[config.mk]
export PLATFORM = sky130hd
export DESIGN_NAME = mss_queue
export DESIGN_NICKNAME = d
export VERILOG_FILES = /design/src/rtl/mss_pkg.sv /design/src/rtl/mss_queue.sv
export SDC_FILE = /design/constraint.sdc
export NUM_CORES = 1
export LEC_CHECK = 0
export BUFFER_PORTS_ARGS = -buffer_cell sky130_fd_sc_hd__buf_2
export CORE_MARGIN = 2
export CORE_UTILIZATION = 51
export DETAILED_ROUTE_END_ITERATION = 10
export PLACE_DENSITY_LB_ADDON = 0.08
export SLEW_MARGIN = 15
export SYNTH_ARGS = -nofsm -noshare
export SYNTH_HDL_FRONTEND = slang
export SYNTH_SLANG_ARGS = --single-unit
[constraint.sdc]
create_clock -name clk -period 2.2 [get_ports clk]
set_input_delay 0.44 -clock clk [delete_from_list [all_inputs] [get_ports clk]]
set_output_delay 0.44 -clock clk [all_outputs]
set_load 0.05 [all_outputs]
[src/rtl/mss_pkg.sv]
// mss_pkg: shared constants and types for the merge sort sequence block.
// No dependencies; imported by every module under rtl/.
package mss_pkg;

  localparam int MAX_ITEMS_DEF = 64;
  localparam int VALUE_W       = 32;
  localparam int Q_DEPTH       = 4;
  localparam int Q_AW          = 2;

  // One classified input item as it travels from front to back.
  typedef struct packed {
    logic signed [VALUE_W-1:0] value;
    logic                      last;
    logic                      drop;
  } mss_entry_t;

  typedef enum logic [1:0] {
    ST_LOAD,
    ST_SETUP,
    ST_MERGE,
    ST_EMIT
  } mss_state_t;

endpackage

[src/rtl/mss_queue.sv]
// mss_queue: small FIFO of classified items between front and back.
// Depends on mss_pkg.
module mss_queue (
  input  logic                clk,
  input  logic                rst_n,
  input  logic                push_valid,
  output logic                push_ready,
  input  mss_pkg::mss_entry_t push_entry,
  output logic                pop_valid,
  input  logic                pop_ready,
  output mss_pkg::mss_entry_t pop_entry
);
  import mss_pkg::*;

  mss_entry_t        slot_r [Q_DEPTH];
  logic [Q_AW-1:0]   wr_ptr_r, wr_ptr_nxt;
  logic [Q_AW-1:0]   rd_ptr_r, rd_ptr_nxt;
  logic [Q_AW:0]     cnt_r, cnt_nxt;
  logic              do_push, do_pop;

  assign push_ready = (cnt_r != (Q_AW+1)'(Q_DEPTH));
  assign pop_valid  = (cnt_r != '0);
  assign pop_entry  = slot_r[rd_ptr_r];
  assign do_push    = push_valid && push_ready;
  assign do_pop     = pop_valid && pop_ready;

  always_comb begin
    wr_ptr_nxt = do_push ? wr_ptr_r + Q_AW'(1) : wr_ptr_r;
    rd_ptr_nxt = do_pop  ? rd_ptr_r + Q_AW'(1) : rd_ptr_r;
    cnt_nxt    = cnt_r + (Q_AW+1)'(do_push) - (Q_AW+1)'(do_pop);
  end

  always_ff @(posedge clk) begin
    if (!rst_n) begin
      wr_ptr_r <= '0;
      rd_ptr_r <= '0;
      cnt_r    <= '0;
    end else begin
      wr_ptr_r <= wr_ptr_nxt;
      rd_ptr_r <= rd_ptr_nxt;
      cnt_r    <= cnt_nxt;
    end
  end

  always_ff @(posedge clk) begin
    if (do_push) begin
      slot_r[wr_ptr_r] <= push_entry;
    end
  end

endmodule

# Yosys cells after proc, flatten, opt, wreduce, memory -nomap -nowiden
# Memories as Yosys holds them, arrays and structs flattened. A register that Yosys moved wholly into a read port is not among the register bits.
# Index checks and enable logic that the tools add are counted.
# totals
input_bits	38
n_memories	1
wordCells	16
ram_bits	136
ff_bits	7
out_inout_bits	36
# mem_list
memory	depth	word_bits	rd	rd_clocked_by_memory_dff	write_ports	line_no	text
slot_r	4	34	1	1	1	mss_queue.sv:15	mss_entry_t slot_r [Q_DEPTH];
# classes
addsub	4
mux	4
reduce_logical	3
eq_ne	1
# op_table
cell	count
$add 2x1->2 const B	2
$mux 2	2
$add 3x1->3	1
$ne 3x3->1 const B	1
$reduce_bool 3->1	1
$sub 3x1->3	1
$logic_and 1x1->1	2
$mux 1	2

# Logic depth before layout (Yosys ltp)
# logic_depth
depth_word	4
ltp_mapped	11
depth_no_buf	11

# Worst setup path before layout
# Ideal clock, no wire load.
# synth_path
kind	reg-to-reg
startpoint	register cnt_r[1]
endpoint	register cnt_r[2]
arrival_ps	2082
path_stages_with_launch	12
synth_period_minus_slack_ps	2197
setup_ps	115
slack_ps	3
path_cell_list	dfxtp_1 -> nor2_1 -> a21boi_2 -> inv_1 -> ha_1 -> inv_1 -> ha_1 -> inv_1 -> fa_1 -> xnor2_1 -> xnor2_1 -> and2_1
# synth_between
elab_chain_cells	4
# synth_lines
element	line_no	text
start: declaration	mss_queue.sv:18	logic [Q_AW:0] cnt_r, cnt_nxt;
start signal: assignment	mss_queue.sv:41	cnt_r <= cnt_nxt;
$ne 3x3->1	mss_queue.sv:21	assign push_ready = (cnt_r != (Q_AW+1)'(Q_DEPTH));
$logic_and 1x1->1	mss_queue.sv:24	assign do_push = push_valid && push_ready;
$add 3x1->3	mss_queue.sv:30	cnt_nxt = cnt_r + (Q_AW+1)'(do_push) - (Q_AW+1)'(do_pop);
$sub 3x1->3 *	mss_queue.sv:30	
# Mark *: on every way between the ends. The rest lies on a longest branch, timed or not.
# A chain may end at the register's enable or synchronous reset.

==> results.toml <==
[yosys]
yosys-top-cells-area = "edfxtp_1 75%, mux4_2 12%, dfxtp_1 3.3%"
synth_top_area_frac = 0.752
synth_edf_count = 136
ys_ff_latch = 145
synthXorXnorAreaFrac = 0.00645
synth-adder-area-share = 0.0175
synth_top_area_cell = "edfxtp_1"
synth_top_family_by_area = "multiplexers"
yosys.area_share.simple = 0.0168
synth_warnings = 0
syn_area_um2 = 5430
synthArstFlopShare = 0
seq_area_frac_synth = 0.786
synth_cell_types = 21
synth_nets = 271
avgSynthCellArea_um2 = 24.0
synth-compound-area-share = 0.00530
yosys-mux-area-fraction = 0.148
synth-main-ff-cell = "edfxtp_1"
syn_inst = 226

[cts]
holdBufCountCts = 0
cts.sinks = 145
insertion_delay_ns = 0.50
htree_levels = 4
cts_tree = "built"
clk_pin_slew_worst_paths_ns = 0.06
numCtsBuffers = 17
max-clock-path-buffers = 2
root_buffer = "clkbuf_8"

[pwr]
p_per_area_nw_per_um2 = 1400
vdd_ir_drop_max_mv = 0.587
p_leak_nw = 2.46

[critical_path]
cp.arrival_ns = 1.87
cp-start-kind = "flop"
end_kind = "output pin"
required_ns = 1.76
reg2reg_slack_ns = 0.15
r2r_end = "cnt_r[2]"
path_delay_family = "multiplexers"
regToRegStartpoint = "cnt_r[1]"
path_cells = "buf_6 -> buf_12 -> mux4_2 -> buf_8"
path_class = "reg -> out"
crit_path_max_fanout = 6
worstRegToRegCells = 9
cp_slowest_cell = "mux4_2"
cpPeakStageDelay_ns = 0.54
crit_buf_inv = 3

[global_route]
grt_pass1_vias = 2705
antenna_found_initial = 1
grt_max_degree = 27
grt_use_total = 0.180
grt_pass1_wl_mm = 14.6
grt_overflow_total = 0

[hold_path]
holdCritPathClass = "in -> reg"
min_from = "push_entry[13]"
hold_end = "slot_r[3][13]"
whs_path_depth = 1

[cells_and_area]
synthToLayoutAreaGrowth_pct = 29.5
fin_nets = 375
multi_input_area_um2 = 1040
fill_cells = 672
layout_common_cells = "136 x edfxtp_1, 39 x buf_2, 34 x mux4_2, 31 x buf_6, 16 x clkbuf_16"
fin_area_um2 = 7030
final_common_cell = "edfxtp_1"
drive_gt1_frac = 0.478
final-seq-area_um2 = 4270

[die]
die_area_um2 = 11500
die_w_um = 107
die_h_um = 107
io_pins = 74
start_util = 0.526
coreArea_um2 = 10300
rows = 37

[sta]
worst_slew_pin_slew_ns = 0.300
hold_viol = 0
skew_ns = 0.00428
setup_viol = 29
post-route-period-util = 1.05
rsz0062_at_grt = "yes"
fin_ws_ns = -0.105
slew_headroom = 0.797
fmax_mhz = 434
fin_crit_ns = 2.31
slew_viol_final = 0
whs_ns = 0.145

[detailed_routing]
wl_per_cell_um = 19.7
vias = 2515
remaining_drc_errors = 0
drt-vias-per-instance = 5.24
wl_mm = 9.43
drt_iter0_drc = 182
ant_nets = 0
dr.pass1.iters = 4

[status]
status = "finished with violations"
violations = "setup timing"

[placed_design]
port_buffers = 73
place_ws_ns = 0.0562
gp_congestion = 0.728
placed_cell_area_um2 = 6030
dp_hpwl_mm = 5.42

[flow_run]
cap_violations = 0
[flip-flops by register name, indices dropped and copies added, names as in the netlist, named ones only]
| name | flops |
|---|---|
| slot_r | 136 |
| wr_ptr_r | 2 |
| rd_ptr_r | 2 |
| cnt_r | 3 |
[cell families after synthesis]
group                      Yosys count
xor gates and xnor gates             4
AOI/OAI and AO/OA                    3
adders and majority gates            7
buffers and inverters               14
DFF                                145
muxes                               36
and+or+nand+nor                     17
[cell type report]
type | instances | share of cell area
Timing Repair Buffer | 94 | 0.126
Sequential cell | 145 | 0.608
Tap cell | 136 | 0.0242
Antenna cell | 1 | 0.000356
Inverter | 5 | 0.00267
Clock inverter | 11 | 0.0299
Clock buffer | 21 | 0.0611
Multi-Input combinational cell | 67 | 0.148
[how the worst max path moves through the flow]
stage / from / to / slack, ns / cells past startpoint
after floorplan: cnt_r[1] / cnt_r[2] / 0.003 / 11
after global placement: push_valid / cnt_r[2] / 0.08 / 11
after detailed placement: push_valid / cnt_r[2] / 0.06 / 11
after CTS: flop / pop_entry[33] / -0.15 / 4
after global routing: flop / pop_entry[33] / -0.18 / 4
final: flop / pop_entry[33] / -0.11 / 4
[metal layers]
layer,share of wire,wire (um),global-route usage
met1,0.44,4160,0.240
met2,0.51,4810,0.283
met4,0.0065,61,0.0584
met5,0,0,0
met3,0.043,402,0.0614
[Yosys cell counts, drive strengths merged, types with 2 or more instances]
cell and number:
xnor2 4, mux2i 2, mux4 34, ha 6
buf 7, and2 7, clkbuf 2, edfxtp 136
dfxtp 9, inv 5, nor2b 3, nand2 5
[where the power goes]
part / switching (mW) / total [mW] / internal [mW]
logic: 1.88 / 3.29 / 1.41
registers: 0.114 / 3.48 / 3.36
clock network: 1.02 / 3.09 / 2.06
[per-stage QoR]
stage / TNS (ns) / util / power, mW / cells
2_1_floorplan: 0 / - / 5.59 / 226
3_3_place_gp: 0 / 0.584 / 6.15 / 440
3_5_place_dp: 0 / 0.584 / 6.16 / 440
4_1_cts: -3.72 / 0.685 / 10.0 / 480
5_1_grt: -4.43 / 0.681 / 10.2 / 480
6_report: -1.95 / 0.681 / 9.86 / 480
[timing repair]
action                                 in CTS  in global routing
endpoints found under the hold margin       0                  0
cloned                                      4                  0
pin swaps                                   0                  1
gates resized for setup                    88                  4
setup endpoints to repair                  34                 35
buffers inserted                            5                  1
Power figures use the tool's default switching activity.
