$ cat src/rtl/mss_pkg.sv
// mss_pkg: shared constants and types for the merge sort sequence block.
// No dependencies; imported by every module under rtl/.
package mss_pkg;

  localparam int MAX_ITEMS_DEF = 64;
  localparam int VALUE_W       = 32;
  localparam int Q_DEPTH       = 4;
  localparam int Q_AW          = 2;

  // One classified input item as it travels from front to back.
  typedef struct packed {
    logic signed [VALUE_W-1:0] value;
    logic                      last;
    logic                      drop;
  } mss_entry_t;

  typedef enum logic [1:0] {
    ST_LOAD,
    ST_SETUP,
    ST_MERGE,
    ST_EMIT
  } mss_state_t;

endpackage

$ cat src/rtl/mss_front.sv
// mss_front: input side; counts the items of a sequence and marks overflow.
// Depends on mss_pkg.
module mss_front #(
  parameter int MAX_ITEMS = mss_pkg::MAX_ITEMS_DEF
) (
  input  logic                                  clk,
  input  logic                                  rst_n,
  input  logic                                  in_valid,
  output logic                                  in_ready,
  input  logic signed [mss_pkg::VALUE_W-1:0]    in_item_value,
  input  logic                                  in_item_last,
  output logic                                  push_valid,
  input  logic                                  push_ready,
  output mss_pkg::mss_entry_t                   push_entry
);
  import mss_pkg::*;

  localparam int CW = $clog2(MAX_ITEMS + 1);
  localparam logic [CW-1:0] MAX_C = CW'(MAX_ITEMS);

  logic [CW-1:0] count_r, count_nxt;
  logic          full;

  assign full     = (count_r == MAX_C);
  assign in_ready = push_ready;

  always_comb begin
    push_valid       = in_valid;
    push_entry.value = in_item_value;
    push_entry.last  = in_item_last;
    push_entry.drop  = full;
    count_nxt        = count_r;
    if (in_valid && push_ready) begin
      if (in_item_last) begin
        count_nxt = '0;
      end else if (!full) begin
        count_nxt = count_r + CW'(1);
      end
    end
  end

  always_ff @(posedge clk) begin
    if (!rst_n) begin
      count_r <= '0;
    end else begin
      count_r <= count_nxt;
    end
  end

endmodule

$ cat config.mk
export PLATFORM = sky130hd
export DESIGN_NAME = mss_front
export DESIGN_NICKNAME = d
export VERILOG_FILES = /design/src/rtl/mss_pkg.sv /design/src/rtl/mss_front.sv
export SDC_FILE = /design/constraint.sdc
export NUM_CORES = 1
export LEC_CHECK = 0
export BUFFER_PORTS_ARGS = -buffer_cell sky130_fd_sc_hd__buf_4
export CAP_MARGIN = 20
export CORE_MARGIN = 4
export CORE_UTILIZATION = 31
export DETAILED_ROUTE_END_ITERATION = 7
export PLACE_DENSITY = 0.83
export SLEW_MARGIN = 30
export SYNTH_ARGS = -nofsm -noshare
export SYNTH_HDL_FRONTEND = slang
export SYNTH_SLANG_ARGS = --single-unit
$ cat constraint.sdc
create_clock -name clk -period 1.6 [get_ports clk]
set_clock_uncertainty 0.1 [all_clocks]
set_input_delay 0.16 -clock clk [delete_from_list [all_inputs] [get_ports clk]]
set_output_delay 0.16 -clock clk [all_outputs]
set_load 0.05 [all_outputs]
* Yosys cells after proc, flatten, opt, wreduce, memory -nomap -nowiden
Cells that the tools add are included.
** Storage, ports and cells
- Logic and storage cells :: 8
- Input bits :: 37
- Register bits after elaboration :: 7
** Cells by class
- Eq/ne operators :: 2
- Add/subtract/negate cells :: 1
- Muxes and demuxes :: 2
- Reduce and logical (&&, ||, !) cells :: 2
** Operators with widths (count)
- 2-to-1 mux 7 bit :: 2
- adder 7 x 1 -> 7 bit (second input constant) :: 1
- equality test 7 bit (second input constant) :: 1
- inequality test 2 bit (second input constant) :: 1
- AND reduction 2 bit :: 1
- logical AND 1 bit :: 1

* Depth between registers and ports, before layout
Gate-level depths: netlist (run 1).
- Depth in word-level cells :: 3
- Depth in mapped cells :: 5
- Depth with buffers taken out :: 5

* Worst setup path before layout (run 1)
Ideal clock, no wire load.
- Kind :: register -> register
- From :: register count_r[0]
- To :: register count_r[4]
- Stages on the path, launching flop included :: 5
- Library setup time :: 0.076 ns
- Slack :: 0.084 ns
- Buffers on the path :: 0
- Data arrival time :: 1.341 ns
- Period minus slack after synthesis :: 1.516 ns
- Path through :: dfxtp_1 -> ha_1 -> nand3_1 -> or4_2 -> a21boi_0
** On the way
- Longest elaborated chain between the ends :: 3
- Elaborated cells between the ends (all ways) :: 6
- Classes of those cells :: add/sub: 1; eq/ne: 2; mux: 2; reduce/logical: 1
** Ends and longest elaborated chain
- start: declaration :: RTL line mss_front.sv:21 : logic [CW-1:0] count_r, count_nxt;
- start signal: assignment :: RTL line mss_front.sv:46 : count_r <= count_nxt;
- adder 7 x 1 -> 7 bit or equality test 7 bit (tied branches) :: RTL line mss_front.sv:37, mss_front.sv:24
- 2-to-1 mux 7 bit or inequality test 2 bit (tied branches)
- 2-to-1 mux 7 bit or AND reduction 2 bit (tied branches)
Parallel ways exist; a longest one is shown, timed or not. The select of a mux whose other input is x is not followed.
A chain may end at the register's enable or synchronous reset.

==> key figures, run 1 <==
Power
  – Pwr Total: 0.396 mW
  – Leak Pwr: 0.210 nW
  – Max VDD drop: 0.426 mV
  – Cell Pwr Density: 684 nW/um^2

Timing
  – Pins Over Slew Limit: 0
  – Crit path time final: 1.67 ns
  – Relative slew slack: 0.811
  – Worst setup margin: -0.0667 ns
  – Peak Freq: 0.600 GHz
  – RSZ-0062 raised after global routing: yes
  – Period utilization: 1.04
  – Final Setup Violations: 3
  – Actual slew at the worst max-slew pin: 0.280 ns
  – Endpoints failing hold: 0
  – Hold Slack: 0.111 ns

Layout
  – Top flop regs: count_r x7
  – Syn-to-layout area delta: -14.6%
  – Ant diodes: 0
  – Top reg by flops: count_r
  – Ratio of cells with drive above 1 in the final layout: 0.391
  – Final instance area: 578 sq um
  – Max reg flops: 7
  – Final #Nets: 104

Worst setup path
  – Worst r2r src: count_r[2]
  – CP Launch Type: register
  – CP startpoint: count_r[2]
  – WS Path Type: register to primary output
  – Worst endpoint required time: 1.34 ns
  – CP arrival: 1.41 ns
  – CP Capture Type: primary output
  – Max incr delay on CP: 0.57 ns
  – Crit-path slowest cell: or4b_4
  – Worst-path cell chain: or4b_4 > nor2_4 > buf_6
  – Critical-path maximum fanout: 3

Synth
  – Xor/xnor share of the synthesized area: 0
  – Top post-synthesis cells by area: buf_4 40%, dfxtp_1 21%, a21boi_0 4.4%
  – Synth Cell Area: 677 sq um
  – Simple-Gate Fraction of Synth Area: 0.174
  – Synthesis-stage register bit count: 7
  – Largest family of logic cells by synthesized area: buffers and inverters
  – Ys Warns: 0
  – Synth Area in Adders: 0.0370
  – Post-Syn Instances: 84
  – Post-Syn Nets: 123
  – Mux cell area share after synthesis: 0
  – Cell accounting for the most synthesized area: buf_4
  – Sequential area share after synthesis: 0.207
  – Post-Syn Area per Cell: 8.06 sq um
  – Synth cell types: 22
  – Top-area cell type share of the netlist area: 0.399
  – Post-synthesis compound-gate area fraction: 0.166

Floorplanning
  – Ports: 73
  – Die width: 54.7 um
  – Chip height: 54.7 um
  – Rows: 16
  – Core area: 2020 sq um
  – Full die area: 3000 sq um
  – Initial Utilization: 0.335

Status
  – Status: complete, but fails checks
  – Failing checks: setup timing

Global routing
  – GRT Util Overall: 0.0928
  – Largest net degree at the start of global routing: 11
  – Initial antenna violation count: 0
  – GRT Residual Overflow: 0
  – Vias in the first global route: 443
  – First-pass GRT wire length: 1920 um

Clock tree
  – Sink Count: 7
  – Clock slew at reported path FFs: 0.05 ns
  – Clock Latency Late Sink: 0.25 ns
  – CTS root buf: clkbuf_4
  – Number of H-tree levels: 1
  – CTS tree: built
  – Bufs on Longest Clock Path: 2
  – CTS buffer count: 3

Detailed routing
  – Vias post-DR: 470
  – Per-cell routed wire length: 14.3 um
  – Drt pass-1 iters: 4
  – Final wirelength: 1300 um
  – Vias per cell: 5.16
  – Post-DRT Antenna Nets: 0
  – DR DRC count: 0
  – Initial DRC count: 6

Hold path
  – Hold/Removal Path Class: input port to register
  – Hold Crit Start: rst_n

Place
  – Area of placed instances: 519 sq um
  – Post-DP HPWL: 965 um
  – IO buf count: 8
  – DP Worst Slack: -0.0355 ns
  – GP Congestion: 0.845

Flow run
  – Max Cap Viol: 0
## stage by stage
step                      TNS, ns  instances   util
after detailed placement  -0.0606         85  0.257
after global routing       -0.248         91  0.286
after CTS                 -0.0608         91  0.282
after global placement          0         85  0.257
final                     -0.0966         91  0.286
after floorplan                 0         84      -
## Yosys cell counts
master	instances
inv_1	2
nand2_1	7
nand2b_1	1
o21ai_0	3
o311a_1	1
o311ai_0	2
nor2_1	2
o22ai_1	2
nand3b_1	2
nand3_1	3
ha_1	2
or4_2	1
dfxtp_1	7
or4b_2	1
or4b_4	1
buf_4	36
o21bai_1	1
buf_1	1
a31oi_1	2
o211ai_1	1
or4_1	2
a21boi_0	4
## placed cells by master (no fill, tap or decap), drive strengths merged, types with 2 or more instances in the layout
cell,count
buf,13
nand2,7
dfxtp,7
a21boi,4
clkbuf,4
o21ai,3
nand3,3
or4,3
inv,2
a31oi,2
nand3b,2
o311ai,2
o22ai,2
ha,2
or4b,2
nor2,2
## area by class of cell
type,count,area (sq um)
Fill cell,211,1440
Multi-Input combinational cell,38,263
Sequential cell,7,146
Timing Repair Buffer,13,101
Tap cell,27,33.8
Clock buffer,4,26.3
Inverter,2,7.51
## what timing repair did
item	4_1_cts	5_1_grt
endpoints found under the setup margin	3	5
setup buffers	2	0
hold buffers	0	0
gates resized for setup	4	4
pin swaps	3	3
## logic make-up (layout without fill, tap and decap cells)
logic type | Yosys count | count (layout)
and+or+nand+nor | 20 | 20
DFF | 7 | 7
adders and majority gates | 2 | 2
AOI/OAI and AO/OA | 16 | 16
buffers and inverters | 39 | 19
## routing by layer
layer / part of all wire / GRT usage
met1: 0.31 / 0.0847
met2: 0.54 / 0.161
met3: 0.14 / 0.0572
met4: 0.0092 / 0.0415
met5: 0 / 0
## worst max-delay path: cells and delay by family, from the launching register on
family                 cells  cell delay, ns
flip-flops                 1            0.31
AND/OR/NAND/NOR            2            0.68
buffers and inverters      1            0.16
## final timing paths
kind,end,cells past startpoint,slack (ns)
min,count_r[5],2,0.11
max,push_entry[0],3,-0.07
max reg2reg,count_r[1],3,-0.02
min reg2reg,count_r[0],2,0.42
## power by group
part	total (mW)	switching [mW]	internal [mW]
Combinational	0.0566	0.0357	0.0209
Clock	0.161	0.0656	0.0952
Sequential	0.178	0.00191	0.176
Total	0.396	0.103	0.292
No activity file was read; power rests on OpenSTA's default activity.
==> run 2: changes to the inputs <==
--- a/config.mk
+++ b/config.mk
@@ -5,10 +5,11 @@
 export SDC_FILE = /design/constraint.sdc
 export NUM_CORES = 1
 export LEC_CHECK = 0
+export ABC_AREA = 1
 export BUFFER_PORTS_ARGS = -buffer_cell sky130_fd_sc_hd__buf_4
 export CAP_MARGIN = 20
 export CORE_MARGIN = 4
-export CORE_UTILIZATION = 31
+export CORE_UTILIZATION = 32
 export DETAILED_ROUTE_END_ITERATION = 7
 export PLACE_DENSITY = 0.83
 export SLEW_MARGIN = 30
==> run 2 against run 1 <==
The run now ends clean. Wire length is 6.3% lower. Worst hold slack lost 0.025 ns. Non-clock buffer count fell by 5. Critical endpoint unchanged.
==> key figures, run 2 <==
Hold path
  – Hold endpoint: count_r[0]
  – Hold Crit Start: rst_n
  – Hold/Removal Path Class: input port to register
  – Hold path depth: 3 (+1)

Global routing
  – GRT Util Overall: 0.0778 (-0.0150)
  – First-pass GRT wire length: 1930 um (+0.73%)
  – Largest net degree at the start of global routing: 10 (-1)
  – Initial antenna violation count: 0 (unchanged)
  – Vias in the first global route: 471 (+6.3%)
  – GRT Residual Overflow: 0 (unchanged)

Clock tree
  – CTS root buf: clkbuf_4
  – Number of H-tree levels: 1 (unchanged)
  – CTS buffer count: 3 (unchanged)
  – Sink Count: 7 (unchanged)
  – Clock Latency Late Sink: 0.25 ns (about the same)
  – Setup repair bufs after CTS: 0 (-2)
  – Clock slew at reported path FFs: 0.05 ns (about the same)
  – CTS tree: built
  – Bufs on Longest Clock Path: 2 (unchanged)

Floorplanning
  – Chip height: 56.0 um (+2.4%)
  – Initial Utilization: 0.334 (-0.00107)
  – Ports: 73 (unchanged)
  – Die width: 56.0 um (+2.4%)
  – Core area: 2210 sq um (+9.4%)
  – Full die area: 3140 sq um (+4.8%)
  – Rows: 17 (+1)

Synth
  – Post-Syn Area per Cell: 6.71 sq um (-17%)
  – Post-synth EDFFs: 0 (unchanged)
  – Post-Syn Nets: 149 (+21%)
  – Post-synth top cells: 36 x buf_4, 18 x nand2_1, 14 x inv_1
  – Most common cell in the netlist: buf_4
  – Post-Syn Instances: 110 (+31%)
  – Sequential area share after synthesis: 0.190 (-0.0172)
  – Synth cell types: 14 (-36%)
  – Synth Cell Area: 738 sq um (+9.1%)
  – Synthesis-stage register bit count: 7 (unchanged)
  – Ys Warns: 0 (unchanged)
  – Top-area cell type share of the netlist area: 0.366 (-0.0332)
  – Synth Flop Type: dfxtp_1
  – Post-synth ARST share: 0 (unchanged)
  – Cell accounting for the most synthesized area: buf_4
  – Top post-synthesis cells by area: buf_4 37%, dfxtp_1 19%, nand2_1 9.2%

Layout
  – Register Area: 140 sq um (-4.3%)
  – Top flop regs: count_r x7
  – Max reg flops: 7 (unchanged)
  – Syn-to-layout area delta: -19.7%
  – Final instance area: 593 sq um (+2.6%)
  – Footprint of the multi-input gates: 275 sq um (+4.8%)
  – Filler Cells Inserted: 257 (+22%)
  – Top reg by flops: count_r
  – Final #Nets: 126 (+21%)
  – Ratio of cells with drive above 1 in the final layout: 0.209 (-0.181)
  – Most frequent cells in the layout: 18 x nand2_1, 12 x inv_1, 11 x nor2_1
  – Commonest non-fill, non-tap cell in the layout: nand2_1
  – Ant diodes: 0 (unchanged)

Worst setup path
  – Worst r2r src: count_r[0]
  – Most frequent cell on the critical path: inv_2
  – Worst endpoint required time: 1.34 ns (about the same)
  – CP arrival: 1.24 ns (-0.17 ns)
  – WS Path Type: register to primary output
  – Critical-path maximum fanout: 3 (unchanged)
  – Flop-to-flop setup slack: 0.26 ns (+0.28 ns)
  – Top delay family on crit path: flip-flops
  – CP Launch Type: register
  – CP Buf/Inv Count: 4 (+3)
  – Crit-path slowest cell: dfxtp_1
  – Levels on crit path: 7 (+4)
  – Max incr delay on CP: 0.36 ns (-0.21 ns)
  – Reg2reg path depth: 6 (+3)
  – CP Capture Type: primary output
  – Worst-path cell chain: inv_2 > ha_1 > nand2_1 > inv_2 > nand3_1 > inv_1 > buf_6
  – R2R Path End: count_r[2]

Detailed routing
  – DR DRC count: 0 (unchanged)
  – Per-cell routed wire length: 10.7 um (-25%)
  – Vias per cell: 4.54 (-12%)
  – Post-DRT Antenna Nets: 0 (unchanged)
  – Initial DRC count: 2 (-4)
  – Vias post-DR: 518 (+10%)
  – Drt pass-1 iters: 4 (unchanged)
  – Final wirelength: 1220 um (-6.3%)

Place
  – GP Congestion: 0.994 (+18%)
  – Post-DP HPWL: 998 um (+3.4%)
  – IO buf count: 8 (unchanged)
  – Area of placed instances: 563 sq um (+8.4%)

Power
  – Leak Pwr: 0.289 nW (+38%)
  – Max VDD drop: 0.338 mV (-21%)
  – Pwr Total: 0.439 mW (+11%)
  – Cell Pwr Density: 740 nW/um^2 (+8.2%)

Timing
  – Actual slew at the worst max-slew pin: 0.223 ns (-0.0576 ns)
  – Pins Over Slew Limit: 0 (unchanged)
  – Crit path time final: 1.50 ns (-0.169 ns)
  – Peak Freq: 0.668 GHz (+11%)
  – Endpoints failing hold: 0 (unchanged)
  – Relative slew slack: 0.851 (+0.0406)
  – Final Setup Violations: 0 (-3)
  – Setup TNS: 0 ns (+0.0966 ns)
  – RSZ-0062 raised after global routing: no
  – Period utilization: 0.936 (-0.105)
  – Hold Slack: 0.0863 ns (-0.0247 ns)

Flow run
  – Max Cap Viol: 0 (unchanged)

Status
  – Status: finished, final reports clean
==> run 2: worst register-to-register path, cell delays in order (launching register included) <==
cell and delay [ns]:
dfxtp_1 0.33, ha_1 0.21, nand2_1 0.12, inv_1 0.08
nor3_1 0.16, nand3_1 0.13, a21boi_2 0.14
==> run 2: kinds of logic (layout without fill, tap and decap cells) <==
logic type | count (synthesis) | in the layout | synth area share
flops | 7 | 7 | 0.190
fa+ha+maj | 2 | 2 | 0.0339
simple gates | 42 | 42 | 0.269
buf+inv | 50 | 26 | 0.437
compound gates | 9 | 9 | 0.0695
==> run 2: timing repair <==
item                       4_1_cts  5_1_grt
hold buffers                     0        0
setup endpoints to repair        0        1
resized for setup                0        3
==> run 2: layout make-up <==
| type | instances | area share |
|---|---|---|
| Timing Repair Buffer | 8 | 0.108 |
| Inverter | 14 | 0.0886 |
| Multi-Input combinational cell | 53 | 0.464 |
| Tap cell | 28 | 0.0591 |
| Clock buffer | 4 | 0.0443 |
| Sequential cell | 7 | 0.236 |
==> run 2: power by group <==
group | total [mW] | internal, mW | switching (mW)
combinational | 0.0912 | 0.0324 | 0.0589
clock | 0.160 | 0.0952 | 0.0650
sequential | 0.188 | 0.182 | 0.00590
==> run 2: how the worst max path moves through the flow <==
stage,from,to
after global routing,count_r[0],push_entry[0]
after CTS,count_r[0],push_entry[0]
after global placement,count_r[0],count_r[1]
after floorplan,count_r[0],count_r[0]
after detailed placement,count_r[0],count_r[1]
final,count_r[0],push_entry[0]
==> run 2: metrics by stage <==
step	util	cells	setup slack, ns
floorplan	-	110	0.364
global placement	0.255	110	0.302
detailed placement	0.255	110	0.237
CTS	0.266	114	0.0333
global route	0.268	114	0.0113
finish	0.268	114	0.102
==> run 2: per-layer routing <==
metal	vias to the layer above	wire, um	track usage
met5	-	0	0
met3	9	160	0.0394
met4	0	43	0.0915
li1	253	-	-
met2	26	540	0.107
met1	230	472	0.0769
